===== src/rtl/core/lcdw_pkg.sv =====
// Shared types, codes and constants for the character LCD write sequencer.
package lcdw_pkg;

  // Request codes on the input channel
  typedef enum logic [2:0] {
    REQ_TICK = 3'd0,
    REQ_INIT = 3'd1,
    REQ_CMD  = 3'd2,
    REQ_DATA = 3'd3,
    REQ_POS  = 3'd4
  } req_code_t;

  // Classified item as seen by the back end
  typedef enum logic [1:0] {
    KIND_TICK = 2'd0,
    KIND_INIT = 2'd1,
    KIND_SEND = 2'd2
  } item_kind_t;

  typedef struct packed {
    item_kind_t  kind;
    logic [7:0]  byte_val;
    logic        sel;
  } queue_entry_t;

  // Configuration register indexes
  typedef enum logic [2:0] {
    CFG_FUNCTION_SET = 3'd0,
    CFG_DISPLAY_ON   = 3'd1,
    CFG_CLEAR        = 3'd2,
    CFG_ROW2_OFFSET  = 3'd3,
    CFG_STARTUP_WAIT = 3'd4,
    CFG_PULSE_WAIT   = 3'd5,
    CFG_SHORT_WAIT   = 3'd6
  } cfg_index_t;

  typedef struct packed {
    logic [7:0] function_set_word;
    logic [7:0] display_on_word;
    logic [7:0] clear_word;
    logic [6:0] second_row_offset;
    logic [5:0] startup_wait;
    logic [5:0] pulse_wait;
    logic [5:0] short_wait;
  } lcd_cfg_t;

  // Register reset values
  localparam logic [7:0] RST_FUNCTION_SET = 8'd44;
  localparam logic [7:0] RST_DISPLAY_ON   = 8'd12;
  localparam logic [7:0] RST_CLEAR        = 8'd1;
  localparam logic [6:0] RST_ROW2_OFFSET  = 7'd63;
  localparam logic [5:0] RST_STARTUP_WAIT = 6'd50;
  localparam logic [5:0] RST_PULSE_WAIT   = 6'd5;
  localparam logic [5:0] RST_SHORT_WAIT   = 6'd1;

  // Sequencer step numbers
  localparam logic [5:0] STEP_IDLE             = 6'd0;
  localparam logic [5:0] STEP_INIT_FIRST       = 6'd1;
  localparam logic [5:0] STEP_INIT_BYTES_FIRST = 6'd10;
  localparam logic [5:0] STEP_INIT_BYTES_LAST  = 6'd27;
  localparam logic [5:0] STEP_SEND_FIRST       = 6'd28;
  localparam logic [5:0] STEP_SEND_LAST        = 6'd33;
  localparam logic [5:0] BYTE_STEPS            = 6'd6;

  localparam logic [3:0] NIBBLE_WAKE  = 4'h3;
  localparam logic [3:0] NIBBLE_4BIT  = 4'h2;
  localparam logic [7:0] SET_ADDR_CMD = 8'h80;

endpackage


===== src/rtl/core/lcdw_front.sv =====
// Front end: accepts input items and classifies them into queue entries.
module lcdw_front (
  input  logic                  valid,
  output logic                  ready,
  input  logic [2:0]            req_type,
  input  logic [7:0]            byte_value,
  input  logic [1:0]            row,
  input  logic [6:0]            column,
  input  logic [6:0]            second_row_offset,
  output logic                  push_valid,
  input  logic                  push_ready,
  output lcdw_pkg::queue_entry_t push_entry
);
  import lcdw_pkg::*;

  logic [6:0] addr;

  // Pass the handshake straight to the queue
  assign push_valid = valid;
  assign ready      = push_ready;

  // Form the display address for a position request
  always_comb begin
    case (row)
      2'd1:    addr = column - 7'd1;
      2'd2:    addr = column + second_row_offset;
      default: addr = column;
    endcase
  end

  // Classify the request
  always_comb begin
    push_entry.kind     = KIND_TICK;
    push_entry.byte_val = byte_value;
    push_entry.sel      = 1'b0;
    unique case (req_type)
      REQ_INIT: push_entry.kind = KIND_INIT;
      REQ_CMD:  push_entry.kind = KIND_SEND;
      REQ_DATA: begin
        push_entry.kind = KIND_SEND;
        push_entry.sel  = 1'b1;
      end
      REQ_POS: begin
        push_entry.kind     = KIND_SEND;
        push_entry.byte_val = SET_ADDR_CMD | {1'b0, addr};
      end
      default: push_entry.kind = KIND_TICK;
    endcase
  end

endmodule


===== src/rtl/core/lcdw_queue.sv =====
// Two-entry queue between the front end and the back end.
module lcdw_queue (
  input  logic                   clk,
  input  logic                   rst,
  input  logic                   push_valid,
  output logic                   push_ready,
  input  lcdw_pkg::queue_entry_t push_entry,
  output logic                   pop_valid,
  input  logic                   pop_ready,
  output lcdw_pkg::queue_entry_t pop_entry
);
  import lcdw_pkg::*;

  queue_entry_t entries [2];
  logic         wr_ptr;
  logic         rd_ptr;
  logic [1:0]   count;
  logic         push;
  logic         pop;

  assign push_ready = (count != 2'd2);
  assign pop_valid  = (count != 2'd0);
  assign pop_entry  = entries[rd_ptr];
  assign push       = push_valid && push_ready;
  assign pop        = pop_valid && pop_ready;

  // Store pushed entries
  always_ff @(posedge clk) begin
    if (push) begin
      entries[wr_ptr] <= push_entry;
    end
  end

  // Advance pointers and fill count
  always_ff @(posedge clk) begin
    if (rst) begin
      wr_ptr <= 1'b0;
      rd_ptr <= 1'b0;
      count  <= 2'd0;
    end else begin
      if (push) begin
        wr_ptr <= ~wr_ptr;
      end
      if (pop) begin
        rd_ptr <= ~rd_ptr;
      end
      case ({push, pop})
        2'b10:   count <= count + 2'd1;
        2'b01:   count <= count - 2'd1;
        default: count <= count;
      endcase
    end
  end

endmodule


===== src/rtl/core/lcdw_back.sv =====
// Back end: steps the timed pin sequence, one queue entry per unstalled cycle.
module lcdw_back (
  input  logic                   clk,
  input  logic                   rst,
  input  lcdw_pkg::lcd_cfg_t     cfg,
  input  logic                   pop_valid,
  output logic                   pop_ready,
  input  lcdw_pkg::queue_entry_t pop_entry,
  output logic                   valid,
  input  logic                   ready,
  output logic                   enable_pin,
  output logic                   select_pin,
  output logic [3:0]             data_nibble,
  output logic                   busy_res,
  output logic                   dropped
);
  import lcdw_pkg::*;

  logic [5:0] phase_step, phase_step_next;
  logic [5:0] wait_count, wait_count_next;
  logic [7:0] held_byte, held_byte_next;
  logic       held_select, held_select_next;
  logic       enable_level, enable_level_next;
  logic       select_level, select_level_next;
  logic [3:0] data_level, data_level_next;
  logic       drop_flag, drop_flag_next;
  logic       out_valid, out_valid_next;
  logic       pop;

  // Take an entry only when the result slot is free or being emptied
  assign pop_ready   = !out_valid || ready;
  assign pop         = pop_valid && pop_ready;
  assign valid       = out_valid;
  assign enable_pin  = enable_level;
  assign select_pin  = select_level;
  assign data_nibble = data_level;
  assign busy_res    = (phase_step != STEP_IDLE);
  assign dropped     = drop_flag;

  // Sequencer next state
  always_comb begin
    logic       adv;
    logic       apply_en;
    logic [5:0] apply_p;
    logic [5:0] np;
    logic [5:0] off;
    logic [2:0] b;
    logic [1:0] k;
    logic       byte_mode;
    logic [5:0] hold;

    phase_step_next   = phase_step;
    wait_count_next   = wait_count;
    held_byte_next    = held_byte;
    held_select_next  = held_select;
    enable_level_next = enable_level;
    select_level_next = select_level;
    data_level_next   = data_level;
    drop_flag_next    = drop_flag;
    adv       = 1'b0;
    apply_en  = 1'b0;
    apply_p   = phase_step;
    np        = STEP_IDLE;
    off       = 6'd0;
    b         = 3'd0;
    k         = 2'd0;
    byte_mode = 1'b0;
    hold      = 6'd0;

    if (pop) begin
      drop_flag_next = 1'b0;
      // Drop a request while busy; it still advances the sequence
      if (pop_entry.kind != KIND_TICK && phase_step != STEP_IDLE) begin
        drop_flag_next = 1'b1;
        adv            = 1'b1;
      end else if (pop_entry.kind == KIND_INIT) begin
        apply_en = 1'b1;
        apply_p  = STEP_INIT_FIRST;
      end else if (pop_entry.kind == KIND_SEND) begin
        held_byte_next   = pop_entry.byte_val;
        held_select_next = pop_entry.sel;
        apply_en         = 1'b1;
        apply_p          = STEP_SEND_FIRST;
      end else begin
        adv = 1'b1;
      end

      // Count down the hold, then move to the next step
      if (adv && phase_step != STEP_IDLE) begin
        if (wait_count != 6'd0) begin
          wait_count_next = wait_count - 6'd1;
        end else begin
          if (phase_step == STEP_INIT_BYTES_LAST || phase_step >= STEP_SEND_LAST) begin
            np = STEP_IDLE;
          end else begin
            np = phase_step + 6'd1;
          end
          phase_step_next = np;
          if (np != STEP_IDLE) begin
            apply_en = 1'b1;
            apply_p  = np;
          end
        end
      end
    end

    // Apply the pin levels of the new step
    if (apply_en) begin
      phase_step_next = apply_p;
      if (apply_p >= STEP_INIT_BYTES_FIRST && apply_p <= STEP_INIT_BYTES_LAST) begin
        byte_mode = 1'b1;
        off       = apply_p - STEP_INIT_BYTES_FIRST;
        if (off < BYTE_STEPS) begin
          k = 2'd0;
          b = off[2:0];
        end else if (off < (BYTE_STEPS + BYTE_STEPS)) begin
          k = 2'd1;
          b = 3'(off - BYTE_STEPS);
        end else begin
          k = 2'd2;
          b = 3'(off - BYTE_STEPS - BYTE_STEPS);
        end
        // Load the init byte at the start of its transfer
        if (b == 3'd0) begin
          case (k)
            2'd0:    held_byte_next = cfg.function_set_word;
            2'd1:    held_byte_next = cfg.display_on_word;
            default: held_byte_next = cfg.clear_word;
          endcase
          held_select_next = 1'b0;
        end
      end else if (apply_p >= STEP_SEND_FIRST && apply_p <= STEP_SEND_LAST) begin
        byte_mode = 1'b1;
        b         = 3'(apply_p - STEP_SEND_FIRST);
      end

      if (byte_mode) begin
        case (b)
          3'd0: begin
            enable_level_next = 1'b0;
            select_level_next = held_select_next;
            data_level_next   = held_byte_next[7:4];
            hold              = 6'd0;
          end
          3'd1: begin
            enable_level_next = 1'b1;
            hold              = cfg.pulse_wait;
          end
          3'd2: begin
            enable_level_next = 1'b0;
            hold              = cfg.pulse_wait;
          end
          3'd3: begin
            data_level_next = held_byte_next[3:0];
            hold            = cfg.short_wait;
          end
          3'd4: begin
            enable_level_next = 1'b1;
            hold              = cfg.pulse_wait;
          end
          default: begin
            enable_level_next = 1'b0;
            hold              = 6'd0;
          end
        endcase
      end else begin
        case (apply_p)
          6'd1: begin
            enable_level_next = 1'b0;
            select_level_next = 1'b0;
            hold              = cfg.startup_wait;
          end
          6'd2: begin
            data_level_next = NIBBLE_WAKE;
            hold            = 6'd0;
          end
          6'd3, 6'd5, 6'd7: begin
            enable_level_next = 1'b1;
            hold              = (apply_p == 6'd3) ? cfg.pulse_wait : cfg.short_wait;
          end
          6'd4, 6'd6: begin
            enable_level_next = 1'b0;
            data_level_next   = NIBBLE_WAKE;
            hold              = 6'd0;
          end
          6'd8: begin
            enable_level_next = 1'b0;
            data_level_next   = NIBBLE_4BIT;
            hold              = 6'd0;
          end
          default: begin
            enable_level_next = 1'b1;
            hold              = cfg.pulse_wait;
          end
        endcase
      end
      wait_count_next = hold;
    end
  end

  // Hold the result until it is taken
  always_comb begin
    if (pop) begin
      out_valid_next = 1'b1;
    end else if (ready) begin
      out_valid_next = 1'b0;
    end else begin
      out_valid_next = out_valid;
    end
  end

  always_ff @(posedge clk) begin
    if (rst) begin
      phase_step   <= STEP_IDLE;
      wait_count   <= 6'd0;
      held_byte    <= 8'd0;
      held_select  <= 1'b0;
      enable_level <= 1'b0;
      select_level <= 1'b0;
      data_level   <= 4'd0;
      drop_flag    <= 1'b0;
      out_valid    <= 1'b0;
    end else begin
      phase_step   <= phase_step_next;
      wait_count   <= wait_count_next;
      held_byte    <= held_byte_next;
      held_select  <= held_select_next;
      enable_level <= enable_level_next;
      select_level <= select_level_next;
      data_level   <= data_level_next;
      drop_flag    <= drop_flag_next;
      out_valid    <= out_valid_next;
    end
  end

endmodule


===== src/rtl/core/char_lcd_4bit_write_sequencer.sv =====
// Top level of the 4-bit character LCD write sequencer.
// Each input item is a tick or a request (init, command byte, data byte, cursor
// position); every item yields exactly one result carrying the E, RS and D7..D4
// levels, the busy flag and a flag telling that a request came while busy and
// was dropped. The block takes one item per clock cycle while results are taken:
// the front end classifies an item and forms the position address, a two-entry
// queue holds it, and the back end applies one sequencer step or hold count per
// item into the result register, which is loaded as the item leaves the queue.
// The back end stalls only while a result waits to be taken; the input stalls
// only once both queue entries are full behind such a waiting result.
// Configuration writes are taken every cycle and should be issued while idle.
module char_lcd_4bit_write_sequencer (
  input  logic       clk,
  input  logic       rst,
  // input channel
  input  logic       in_valid,
  output logic       in_ready,
  input  logic [2:0] req_type,
  input  logic [7:0] byte_value,
  input  logic [1:0] row,
  input  logic [6:0] column,
  // result channel
  output logic       out_valid,
  input  logic       out_ready,
  output logic       enable_pin,
  output logic       select_pin,
  output logic [3:0] data_nibble,
  output logic       busy_res,
  output logic       dropped,
  // configuration channel
  input  logic       cfg_valid,
  output logic       cfg_ready,
  input  logic [2:0] cfg_index,
  input  logic [7:0] cfg_data
);
  import lcdw_pkg::*;

  lcd_cfg_t     cfg;
  logic         push_valid;
  logic         push_ready;
  queue_entry_t push_entry;
  logic         pop_valid;
  logic         pop_ready;
  queue_entry_t pop_entry;

  assign cfg_ready = 1'b1;

  // Configuration registers; unknown indexes are ignored
  always_ff @(posedge clk) begin
    if (rst) begin
      cfg.function_set_word <= RST_FUNCTION_SET;
      cfg.display_on_word   <= RST_DISPLAY_ON;
      cfg.clear_word        <= RST_CLEAR;
      cfg.second_row_offset <= RST_ROW2_OFFSET;
      cfg.startup_wait      <= RST_STARTUP_WAIT;
      cfg.pulse_wait        <= RST_PULSE_WAIT;
      cfg.short_wait        <= RST_SHORT_WAIT;
    end else if (cfg_valid) begin
      unique case (cfg_index)
        CFG_FUNCTION_SET: cfg.function_set_word <= cfg_data;
        CFG_DISPLAY_ON:   cfg.display_on_word   <= cfg_data;
        CFG_CLEAR:        cfg.clear_word        <= cfg_data;
        CFG_ROW2_OFFSET:  cfg.second_row_offset <= cfg_data[6:0];
        CFG_STARTUP_WAIT: cfg.startup_wait      <= cfg_data[5:0];
        CFG_PULSE_WAIT:   cfg.pulse_wait        <= cfg_data[5:0];
        CFG_SHORT_WAIT:   cfg.short_wait        <= cfg_data[5:0];
        default: ;
      endcase
    end
  end

  lcdw_front u_front (
    .valid             (in_valid),
    .ready             (in_ready),
    .req_type          (req_type),
    .byte_value        (byte_value),
    .row               (row),
    .column            (column),
    .second_row_offset (cfg.second_row_offset),
    .push_valid        (push_valid),
    .push_ready        (push_ready),
    .push_entry        (push_entry)
  );

  lcdw_queue u_queue (
    .clk        (clk),
    .rst        (rst),
    .push_valid (push_valid),
    .push_ready (push_ready),
    .push_entry (push_entry),
    .pop_valid  (pop_valid),
    .pop_ready  (pop_ready),
    .pop_entry  (pop_entry)
  );

  lcdw_back u_back (
    .clk         (clk),
    .rst         (rst),
    .cfg         (cfg),
    .pop_valid   (pop_valid),
    .pop_ready   (pop_ready),
    .pop_entry   (pop_entry),
    .valid       (out_valid),
    .ready       (out_ready),
    .enable_pin  (enable_pin),
    .select_pin  (select_pin),
    .data_nibble (data_nibble),
    .busy_res    (busy_res),
    .dropped     (dropped)
  );

endmodule

===== config.mk =====
export PLATFORM = sky130hd
export DESIGN_NAME = char_lcd_4bit_write_sequencer
export DESIGN_NICKNAME = d
export VERILOG_FILES = /design/src/rtl/core/lcdw_pkg.sv /design/src/rtl/core/lcdw_front.sv /design/src/rtl/core/lcdw_queue.sv /design/src/rtl/core/lcdw_back.sv /design/src/rtl/core/char_lcd_4bit_write_sequencer.sv
export SDC_FILE = /design/constraint.sdc
export NUM_CORES = 1
export LEC_CHECK = 0
export ABC_CLOCK_PERIOD_IN_PS = 9420
export BUFFER_PORTS_ARGS = -buffer_cell sky130_fd_sc_hd__buf_2
export CORE_MARGIN = 4
export CORE_UTILIZATION = 61
export CTS_CLUSTER_DIAMETER = 100
export DETAILED_ROUTE_END_ITERATION = 10
export PLACE_DENSITY = 0.89
export RECOVER_POWER = 50
export SYNTH_ARGS = -nofsm -noshare
export SYNTH_HDL_FRONTEND = slang
export SYNTH_SLANG_ARGS = --single-unit

===== constraint.sdc =====
create_clock -name clk -period 9.42 [get_ports clk]
set_input_delay 0.942 -clock clk [delete_from_list [all_inputs] [get_ports clk]]
set_output_delay 0.942 -clock clk [all_outputs]
set_load 0.05 [all_outputs]

# After elaboration in Yosys (flattened, before gate mapping)
# Memories as Yosys holds them, arrays and structs flattened. A register that Yosys moved wholly into a read port is not among the register bits.
# Cells that the tools add are included.
# op_classes
shifts	0
n_reduce_logical	44
magnitude_cmp	7
mul	0
muxes	84
add_sub_neg	10
div_mod_pow	0
eq_ne	36
bitwise	2
# ops
operator	count
$mux 6	21
$mux 8	8
$mux 1	33
$eq 6x3->1 const B	4
$mux 3	7
$eq 3x2->1 const B	6
$pmux 6 s3	1
$reduce_bool 6->1	3
$pmux 4 s2	2
$pmux 8 s2	1
$reduce_bool 2->1	8
$eq 3x3->1 const B	5
$reduce_and 3->1	5
$pmux 7 s2	1
$reduce_and 2->1	7
$eq 6x2->1 const B	2
$pmux 6 s2	1
$reduce_or 3->1	4
$eq 3x1->1 const B	3
$logic_not 3->1	3
$sub 3x3->3 const B	3
$eq 2x1->1 const B	4
$mux 2	4
$ne 2x2->1 const B	4
31 further kinds	43
# totals
latchBits	0
in_bits	36
output_inout_bits	11
elab_cells	203
ramBits	22
memories	1
romBits	0
regBits	82
# memory_table
name	depth	width	read_ports	rd_clocked_by_memory_dff	wr	line	rtl
u_queue.entries	2	11	1	1	1	lcdw_queue.sv:14	queue_entry_t entries [2];

# Longest topological paths before layout
# Gate-level depths: netlist (run 1).
# logic_depth
ltp_word	27
mapped_depth	22
depth_no_buf	19

# Cells and area by module
# A second synthesis (run 1) with hierarchy kept.
# unflattened
hier_cells	776
hier_area_um2	6802.8
# by_module_without_submodules
mod	area_each_um2	seq_area_each_um2	n_inst	cells_each
lcdw_back	3330.7	580.6	1	462
char_lcd_4bit_write_sequencer	1938.1	980.9	1	182
lcdw_queue	1012.2	760.7	1	58
lcdw_front	521.8	0.0	1	74

# Worst setup path before layout (run 1)
# No wires, ideal clock.
# synth_path
path_kind	register to register
start	register (tool-made name)
end	register u_back.select_level (netlist: u_back.select_pin)
setup_slack_ps	4636
required_time_ps	9350
setup_ps	70
path_stages_with_launch	23
synth_period_minus_slack_ps	4784
path_buffers	3
arrival_ps	4714
path_cell_list	dfxtp_1 -> buf_1 -> mux2i_1 -> ha_1 -> nand2_1 -> a21boi_0 -> nand3_1 -> o21ai_0 -> a22oi_1 -> and2_1 -> buf_2 -> ha_1 -> inv_1 -> and3_1 -> o21ai_0 -> mux2i_1 -> mux2i_1 -> and3_1 -> o21a_2 -> buf_6 -> nand2_1 -> or4_1 -> a21oi_1
# synth_rtl
element	line	rtl
end signal, assigned	lcdw_back.sv:229	select_level <= select_level_next;
end, declared	lcdw_back.sv:24	logic select_level, select_level_next;

==> qor.yml, run 1 <==
first_global_vias: 5656
pre_cts_ws_ns: 3.87
synth_fp_nets: 808
grt_start_max_net_pins: 85
synth_area_leaders: "dfxtp_1 26%, edfxtp_1 10%, nand2_1 5.9%"
syn_to_final_growth_pct: 7.12
critical_path_arrival_ns: 5.73
yosysTopAreaCell: "dfxtp_1"
reg2reg_depth: 19
grt_overflow_total: 0
peakVddDrop_uv: 189
synth_most_common_cell: "nand2_1"
n_antenna_cell: 0
hold_class: "reg2reg"
syn_area_per_cell_sq_um: 8.50
setup_slack_ns: 3.82
outcome: "finished with violations"
grt_pass1_wl_um: 27200
ys_seq_elements: 105
slew_violations: 85
rr_endpoint: "u_back.held_byte[7]"
dieHeight_um: 110
crit_chain: "mux2i_1 -> ha_1 -> nand2_1 -> a21boi_0 -> nand3_1 -> o21ai_0 -> a22oi_1 -> and2_1 -> ha_1 -> inv_1 -> and3_1 -> o21ai_0 -> mux2i_1 -> mux2i_1 -> and3_1 -> nand4b_1 -> nor2_4 -> mux2i_1 -> nor2_1"
drt-vias-per-instance: 6.44
nNetsFinal: 831
start_util: 0.623
cts_tree: "built"
timing.final.crit_share: 0.594
seqCellArea_sq_mm: 0.00232
max_freq_ghz: 0.179
cts_sinks: 105
die_w_um: 110
syn_area_sq_mm: 0.00640
dpl_cell_area_sq_mm: 0.00667
first_iter_violations: 753
required_ns: 9.55
clock_skew_ns: 0.0160
final_cell_area_sq_mm: 0.00686
worst-path-max-fanout: 11
multiInputGateArea_sq_mm: 0.00382
dp_hpwl_um: 12500
postCtsSetupRepairBufs: 0
min_from: "cfg[32]"
cp_slowest_cell: "dfxtp_1"
antenna_found_initial: 0
yosysWarnings: 0
htree_num_levels: 3
dieArea_sq_mm: 0.0122
grtUsageTotal: 0.266
critPathKind: "reg2reg"
finalSetupViolCount: 0
coreArea_sq_mm: 0.0103
synthCells: 753
hold_buffers: 0
path_clk_slew_ns: 0.11
startpoint_type: "register"
yosysSeqAreaShare: 0.363
fin_total_pwr_mw: 1.98
vias: 5904
ys.flop_type: "dfxtp_1"
max_stage_delay_ns: 0.76
portBuffers: 45
critPathCaptureType: "register"
worst_pin_slew_ns: 3.48
rrSetupSlack_ns: 3.82
finalCriticalPeriod_ns: 5.60
routed_wirelength_um: 16700
filler_cell_count: 845
hold_path_end: "cfg[32]"
wl_per_cell_um: 18.2
holdWs_ns: 0.465
post-route-drc-count: 0
hold_viol_final: 0
cts-resized-gates: 0
whs_path_depth: 2
ant_nets: 0
yosysTopAreaCellShare: 0.260
p_leak_nw: 2.61
cap_violations: 1
cts_max_path_buffers: 2
clk_latency_ns: 0.38
power_density_mw_per_mm2: 289
ys_types: 92
synth-async-reset-ratio: 0
root_buffer: "clkbuf_8"
cp_common_cell: "mux2i_1"
place_congestion: 1.00
io_pins: 47
firstDrtPassIters: 6
numCtsBuffers: 9
rsz0062_at_grt: "no"
violations: "max-capacitance violations, max-slew violations"
rows: 37
layout-drive-gt1-share: 0.111
worst_slew_margin_rel: -1.32
synth-edff-count: 22
yosys-top-cells-count: "100 x nand2_1, 83 x dfxtp_1, 75 x nor2_1"
fin_tns_setup_ns: 0
==> worst max-delay path: cells and delay by family (launching register included) <==
family | cells | cell delay (ns)
multiplexers | 4 | 1.16
adder cells (fa/ha/maj) | 2 | 0.63
AO/OA/AOI/OAI | 4 | 0.91
flip-flops | 1 | 0.76
buffers and inverters | 1 | 0.13
AND/OR/NAND/NOR | 8 | 1.72
==> state kept, by name (all words and copies together) (netlist names), named ones only <==
name	count
u_back.data_nibble	4
u_back.valid	1
u_queue.wr_ptr	1
u_queue.rd_ptr	1
u_back.held_select	1
u_back.held_byte	8
u_back.wait_count	6
u_back.enable_pin	1
u_back.select_pin	1
u_queue.entries	22
u_queue.count	2
u_back.phase_step	6
u_back.dropped	1
cfg	49
==> stage by stage <==
step	util	cells
floorplan	-	753
global placement	0.649	901
detailed placement	0.649	901
CTS	0.669	917
global route	0.667	917
finish	0.667	917
==> layer usage <==
layer / vias to the layer above / track usage / part of all wire
met5: - / 0 / 0
met4: 0 / 0.115 / 0.035
met3: 63 / 0.0433 / 0.079
met2: 299 / 0.439 / 0.47
met1: 2742 / 0.346 / 0.41
li1: 2800 / - / -
==> logic make-up after synthesis <==
| kind of cell | after synthesis | synth area share |
|---|---|---|
| and+or+nand+nor | 300 | 0.234 |
| other | 1 | 0.000586 |
| DFF | 105 | 0.363 |
| AOI/OAI and AO/OA | 207 | 0.227 |
| adders and majority gates | 19 | 0.0383 |
| muxes | 41 | 0.0657 |
| buffers and inverters | 60 | 0.0397 |
| xor gates and xnor gates | 20 | 0.0315 |
==> power by group <==
part	internal (mW)	switching [mW]
Sequential	0.522	0.0586
Combinational	0.365	0.749
Clock	0.119	0.169
==> how the worst max path moves through the flow <==
stage | startpoint | to | slack (ns) | cells after the start
final | register | u_back.held_byte[7] | 3.82 | 19
after global routing | register | u_back.held_byte[7] | 3.47 | 19
after CTS | register | u_back.held_byte[4] | 3.96 | 19
after detailed placement | out_ready | u_back.held_byte[4] | 3.87 | 18
after global placement | out_ready | u_back.held_byte[4] | 4.10 | 18
after floorplan | register | u_back.select_pin | 4.64 | 22
==> placed cells by master (no fill, tap or decap), drive strengths merged, types with 22 or more instances in the layout <==
cell,n
a21oi,64
mux2i,36
nand2,101
nor2,76
o21ai,31
inv,24
nor3,23
dfxtp,83
edfxtp,22
clkbuf,22
buf,40
==> area by class of cell <==
type / count / area share
Clock buffer: 11 / 0.0223
Sequential cell: 105 / 0.339
Multi-Input combinational cell: 588 / 0.558
Timing Repair Buffer: 51 / 0.0367
Inverter: 21 / 0.0119
Tap cell: 136 / 0.0248
Clock inverter: 5 / 0.00785
Power figures use the tool's default switching activity.
==> inputs of run 2 (changes only) <==
--- a/config.mk
+++ b/config.mk
@@ -5,7 +5,8 @@
 export SDC_FILE = /design/constraint.sdc
 export NUM_CORES = 1
 export LEC_CHECK = 0
-export ABC_CLOCK_PERIOD_IN_PS = 9420
+export ABC_AREA = 1
+export ABC_CLOCK_PERIOD_IN_PS = 5800
 export BUFFER_PORTS_ARGS = -buffer_cell sky130_fd_sc_hd__buf_2
 export CORE_MARGIN = 4
 export CORE_UTILIZATION = 61
==> constraint.sdc (replaced) <==
create_clock -name clk -period 5.8 [get_ports clk]
set_input_delay 0.58 -clock clk [delete_from_list [all_inputs] [get_ports clk]]
set_output_delay 0.58 -clock clk [all_outputs]
set_load 0.05 [all_outputs]
==> qor.yml, run 2 <==
rr_endpoint: "u_back.held_byte[0]"
hold_buffers: 0  # unchanged
slew_violations: 57  # -33%
fin_tns_setup_ns: 0  # unchanged
finalCriticalPeriod_ns: 4.28  # -1.32 ns
rrSetupSlack_ns: 1.52  # -2.30 ns
violations: "max-capacitance violations, max-slew violations"
pre_cts_ws_ns: 1.58  # -2.29 ns
dieHeight_um: 108  # -1.8%
whs_path_depth: 3  # +1
min_from: "cfg_data[7]"
grtUsageTotal: 0.253  # -0.0131
numCtsBuffers: 9  # unchanged
syn_area_sq_mm: 0.00615  # -3.9%
drt-vias-per-instance: 5.50  # -15%
critPathKind: "reg2reg"
setup_slack_ns: 1.52  # -2.30 ns
largestRegisters: "cfg (49), u_queue.entries (22), u_back.held_byte (8)"
syn_area_per_cell_sq_um: 7.03  # -17%
largest-register: "cfg"
vias: 5784  # -2.0%
worst_slew_margin_rel: -0.416  # +0.903
hold_class: "in2reg"
dpl_cell_area_sq_mm: 0.00647  # -3.0%
cts_max_path_buffers: 2  # unchanged
ys.flop_type: "dfxtp_1"
portBuffers: 45  # unchanged
largest_register_ff_count: 49  # unchanged
final_cell_area_sq_mm: 0.00665  # -3.1%
clk_latency_ns: 0.38  # about the same
firstDrtPassIters: 5  # -1
layout_commonest_cell: "nand2_1"
dp_hpwl_um: 10500  # -15%
clock_skew_ns: 0.0193  # +0.00331 ns
yosys-top-cells-count: "213 x nand2_1, 113 x nor2_1, 83 x dfxtp_1"
synth_most_common_cell: "nand2_1"
outcome: "finished with violations"
layout-drive-gt1-share: 0.133  # +0.0214
cap_violations: 1  # unchanged
ant_nets: 0  # unchanged
grt_start_max_net_pins: 57  # -33%
htree_num_levels: 3  # unchanged
cts_sinks: 105  # unchanged
rows: 36  # -2.7%
required_ns: 6.07  # -3.48 ns
hold_path_end: "cfg[40]"
reg2reg_depth: 22  # +3
worst-path-max-fanout: 18  # +7
path_clk_slew_ns: 0.11  # about the same
filler_cell_count: 850  # +0.59%
multiInputGateArea_sq_mm: 0.00336  # -12%
start_util: 0.629  # +0.00632
hold_viol_final: 0  # unchanged
max_freq_ghz: 0.234  # +31%
seqCellArea_sq_mm: 0.00232  # unchanged
ys_seq_elements: 105  # unchanged
nNetsFinal: 969  # +17%
critical_path_arrival_ns: 4.55  # -1.18 ns
n_antenna_cell: 0  # unchanged
finalSetupViolCount: 0  # unchanged
dieArea_sq_mm: 0.0117  # -3.7%
first_global_vias: 5284  # -6.6%
syn_to_final_growth_pct: 8.08
startpoint_type: "register"
cts-resized-gates: 0  # unchanged
wl_per_cell_um: 13.5  # -26%
place_congestion: 0.977  # -2.6%
ys_types: 48  # -48%
antenna_found_initial: 0  # unchanged
synth_fp_nets: 930  # +15%
timing.final.crit_share: 0.738  # +0.144
post-route-drc-count: 0  # unchanged
yosysSeqAreaShare: 0.378  # +0.0148
synth-edff-count: 22  # unchanged
postCtsSetupRepairBufs: 0  # unchanged
synth-async-reset-ratio: 0  # unchanged
first_iter_violations: 631  # -16%
io_pins: 47  # unchanged
yosysWarnings: 0  # unchanged
coreArea_sq_mm: 0.00977  # -4.9%
worst_pin_slew_ns: 2.12  # -1.35 ns
routed_wirelength_um: 14200  # -15%
critPathCaptureType: "register"
rsz0062_at_grt: "no"
synth_area_leaders: "dfxtp_1 27%, nand2_1 13%, edfxtp_1 11%"
grt_pass1_wl_um: 24100  # -11%
final_cell_mix: "213 x nand2_1, 113 x nor2_1, 83 x dfxtp_1"
yosysTopAreaCellShare: 0.270  # +0.0106
root_buffer: "clkbuf_8"
yosysTopAreaCell: "dfxtp_1"
grt_overflow_total: 0  # unchanged
cts_tree: "built"
synthCells: 875  # +16%
die_w_um: 108  # -1.8%
[run 2: cell count changes after synthesis, moves of 11 or more]
cell / delta
nand2_1: +113
nor2b_1: -11
inv_1: +58
nand3_1: +53
inv_2: +14
and3_1: -14
a211o_1: -11
o21ai_0: +41
clkbuf_1: -15
nor2_1: +38
mux2i_1: -33
xnor2_1: -11
[run 2: stage by stage]
step | hold slack, ns | utilization | std cells
2_1_floorplan | 0.421 | - | 875
3_3_place_gp | 0.436 | 0.662 | 1036
3_5_place_dp | 0.437 | 0.662 | 1036
4_1_cts | 0.460 | 0.682 | 1052
5_1_grt | 0.449 | 0.680 | 1052
6_report | 0.465 | 0.680 | 1052
[run 2: critical path: stages, from the launching register on]
cell      delay [ns]
dfxtp_1         0.67
o21ai_0         0.27
ha_1            0.35
inv_1           0.05
o21ai_2         0.23
nor2_8          0.08
a21oi_1         0.15
nand2_1         0.10
nand2_2         0.15
ha_1            0.23
inv_1           0.09
nand3_1         0.08
nand2_1         0.08
o21bai_4        0.21
nand4_1         0.17
nand2_1         0.12
nand2_1         0.09
nor2_2          0.18
nand2_4         0.15
nor2_2          0.33
inv_2           0.12
o21ai_0         0.19
a21oi_1         0.06
[run 2: area by class of cell]
type | count | area share
timing repair buffer | 48 | 0.0341
sequential | 105 | 0.349
clock buffer | 9 | 0.0186
multi-input combinational | 653 | 0.506
clock inverter | 7 | 0.0115
inverter | 97 | 0.0552
tap | 133 | 0.0250
[run 2: cells by family after synthesis]
family          count (synthesis)  synth area share
compound gates                160             0.140
other cells                     1          0.000610
flops                         105             0.378
simple gates                  461             0.347
mux                             6            0.0104
buf+inv                       117            0.0753
fa+ha+maj                      19            0.0399
xor+xnor                        6           0.00855
[run 2: worst max-delay path by stage]
stage,start,endpoint,slack [ns],depth (start not counted)
after floorplan,register,u_back.data_nibble[0],1.98,28
after global placement,register,u_back.held_byte[0],1.78,22
after detailed placement,register,u_back.held_byte[0],1.58,22
after CTS,register,u_back.held_byte[0],1.55,22
after global routing,register,u_back.held_byte[0],1.01,22
final,register,u_back.held_byte[0],1.52,22
[run 2: layer usage]
metal | GRT usage | routed length, um | vias to the layer above
met5 | 0 | 0 | -
met4 | 0.0739 | 303 | 0
met3 | 0.0370 | 930 | 38
met2 | 0.423 | 6550 | 212
met1 | 0.342 | 6440 | 2594
li1 | - | - | 2940
Power of run 2 is not shown: default switching activity piles up to over one toggle a cycle in this logic, so the estimate is an artifact.
==> inputs of run 3 (changes only) <==
--- a/config.mk
+++ b/config.mk
@@ -5,14 +5,14 @@
 export SDC_FILE = /design/constraint.sdc
 export NUM_CORES = 1
 export LEC_CHECK = 0
-export ABC_AREA = 1
-export ABC_CLOCK_PERIOD_IN_PS = 5800
+export ABC_AREA = 0
+export ABC_CLOCK_PERIOD_IN_PS = 3700
 export BUFFER_PORTS_ARGS = -buffer_cell sky130_fd_sc_hd__buf_2
 export CORE_MARGIN = 4
-export CORE_UTILIZATION = 61
+export CORE_UTILIZATION = 55
 export CTS_CLUSTER_DIAMETER = 100
 export DETAILED_ROUTE_END_ITERATION = 10
-export PLACE_DENSITY = 0.89
+export PLACE_DENSITY = 0.85
 export RECOVER_POWER = 50
 export SYNTH_ARGS = -nofsm -noshare
 export SYNTH_HDL_FRONTEND = slang
==> constraint.sdc (replaced) <==
create_clock -name clk -period 3.7 [get_ports clk]
set_input_delay 0.37 -clock clk [delete_from_list [all_inputs] [get_ports clk]]
set_output_delay 0.37 -clock clk [all_outputs]
set_load 0.05 [all_outputs]
==> qor.yml, run 3 (synthesis results as in run 1) <==
outcome: "finished with violations"
violations: "negative setup slack"
syn_to_final_growth_pct: 36.6
required_ns: 3.96  # -2.11 ns
grt_pass1_wl_um: 35800  # +48%
hold_buffers: 0  # unchanged
largest_register_ff_count: 49  # unchanged
rsz0062_at_grt: "yes"
dp_hpwl_um: 14400  # +37%
dieHeight_um: 116  # +6.9%
slew_violations: 0  # -100%
finalCriticalPeriod_ns: 4.54  # +0.253 ns
cap_violations: 0  # -1
path_clk_slew_ns: 0.08  # -0.03 ns
layout-drive-gt1-share: 0.350  # +0.218
rows: 39  # +8.3%
wl_per_cell_um: 23.9  # +77%
nNetsFinal: 972  # +0.31%
reg2reg_depth: 20  # -9.1%
start_util: 0.560  # -0.0685
drt-vias-per-instance: 6.88  # +25%
dp.cells: 1026  # -0.97%
die_w_um: 116  # +6.9%
first_global_vias: 7025  # +33%
firstDrtPassIters: 6  # +1
whs_path_depth: 3  # unchanged
cts_sinks: 105  # unchanged
htree_num_levels: 3  # unchanged
routed_wirelength_um: 25500  # +79%
wl_met1_um: 8710  # +35%
startpoint_type: "register"
coreArea_sq_mm: 0.0114  # +17%
critical_path_arrival_ns: 4.80  # +0.25 ns
final_core_util: 0.766  # +0.0857
grt_start_max_net_pins: 47  # -18%
hold_viol_final: 0  # unchanged
peakVddDrop_uv: 499
hold_class: "in2reg"
ant_nets: 0  # unchanged
hold_path_end: "cfg[32]"
met3WireLength_um: 2950  # +220%
rrSetupSlack_ns: -0.84  # -2.35 ns
worst_pin_slew_ns: 1.35  # -0.775 ns
fin_tns_setup_ns: -13.74  # -13.74 ns
portBuffers: 45  # unchanged
critPathKind: "reg2reg"
n_antenna_cell: 0  # unchanged
wl_met2_um: 11600  # +77%
place_congestion: 1.01  # +3.8%
vias: 7324  # +27%
holdWs_ns: 0.291  # -0.174 ns
power_density_mw_per_mm2: 853
cts_tree: "built"
largestRegisters: "cfg (49), u_queue.entries (22), u_back.held_byte (8)"
io_pins: 47  # unchanged
worst_slew_margin_rel: 0.0939  # +0.510
critPathCaptureType: "register"
root_buffer: "clkbuf_16"
final_cell_mix: "129 x buf_4, 96 x nand2_1, 80 x dfxtp_1"
r2r-start: "u_back.phase_step[0]"
maxUsedRoutingLayer: "met4"
numCtsBuffers: 9  # unchanged
instances_no_fill: 1065  # +1.2%
max_freq_ghz: 0.220  # -5.6%
rr_endpoint: "u_back.data_nibble[0]"
layout_commonest_cell: "buf_4"
min_from: "cfg_data[7]"
antenna_found_initial: 0  # unchanged
clock_skew_ns: 0.0125  # -0.00677 ns
post-route-drc-count: 0  # unchanged
grt_overflow_total: 0  # unchanged
largest-register: "cfg"
p_leak_nw: 3.51
dieArea_sq_mm: 0.0134  # +14%
worst-path-max-fanout: 5  # -13
finalSetupViolCount: 21  # +21
first_iter_violations: 1176  # +86%
clk_latency_ns: 0.36  # -0.02 ns
timing.final.crit_share: 1.23  # +0.488
setup_slack_ns: -0.835  # -2.35 ns
grtUsageTotal: 0.339  # +0.0860
cts_max_path_buffers: 2  # unchanged
==> run 3: power breakdown <==
group / switching, mW / leakage (nW) / internal (mW) / total (mW)
Sequential: 0.103 / 0.883 / 1.33 / 1.43
Clock: 0.491 / 0.150 / 0.538 / 1.03
Combinational: 2.91 / 2.48 / 2.09 / 5.00
Total: 3.50 / 3.51 / 3.96 / 7.46
==> run 3: how the worst max path moves through the flow <==
| stage | from | to | slack, ns | cells past startpoint |
|---|---|---|---|---|
| floorplan | u_back.phase_step[1] | u_back.select_pin | -0.64 | 18 |
| global placement | u_back.phase_step[1] | u_back.select_pin | -0.52 | 19 |
| global route | register | u_back.select_pin | -0.94 | 17 |
| finish | u_back.phase_step[0] | u_back.data_nibble[0] | -0.84 | 20 |
| CTS | u_back.phase_step[1] | u_back.select_pin | -0.44 | 17 |
| detailed placement | register | u_back.data_nibble[2] | -0.78 | 17 |
==> run 3: critical path, cell delays in order, from the launching register on <==
cell and delay [ns]:
dfxtp_4 0.36, inv_4 0.06, ha_4 0.12, or3b_4 0.41
buf_6 0.14, o21ai_4 0.22, nor4_4 0.09, and3_4 0.19
a311o_4 0.39, buf_4 0.16, ha_4 0.32, buf_4 0.14
a21o_4 0.15, o211ai_4 0.12, buf_6 0.16, a21oi_2 0.32
and4b_2 0.33, buf_4 0.17, a221oi_2 0.32, nand2_1 0.13
o32ai_2 0.16
==> run 3: final cells by class <==
| class | count | area [sq um] |
|---|---|---|
| inverters | 21 | 91.3 |
| clock buffers | 9 | 225 |
| flip-flops and latches | 105 | 2330 |
| well taps | 143 | 179 |
| clock inverters | 7 | 85.1 |
| repair buffers | 192 | 1410 |
| fillers | 690 | 2680 |
| multi-input cells | 588 | 4420 |
==> run 3: layer usage <==
metal / vias up / global-route usage
li1: 3088 / -
met1: 3353 / 0.404
met2: 662 / 0.570
met3: 221 / 0.0569
met4: 0 / 0.212
met5: - / 0
==> run 3: per-stage QoR <==
stage                     instance area [sq um]  setup WS, ns  total power, mW
after floorplan                            6530        -0.644             3.73
after global placement                     7680        -0.519             5.18
after detailed placement                   7680        -0.780             5.31
after CTS                                  8450        -0.435             6.72
after global routing                       8740        -0.942             7.70
final                                      8740        -0.835             7.46
==> run 3: repair_timing <==
action / in CTS / in global routing
pin swaps: 34 / 22
endpoints found under the setup margin: 21 / 21
setup buffers: 17 / 9
gates resized for setup: 67 / 50
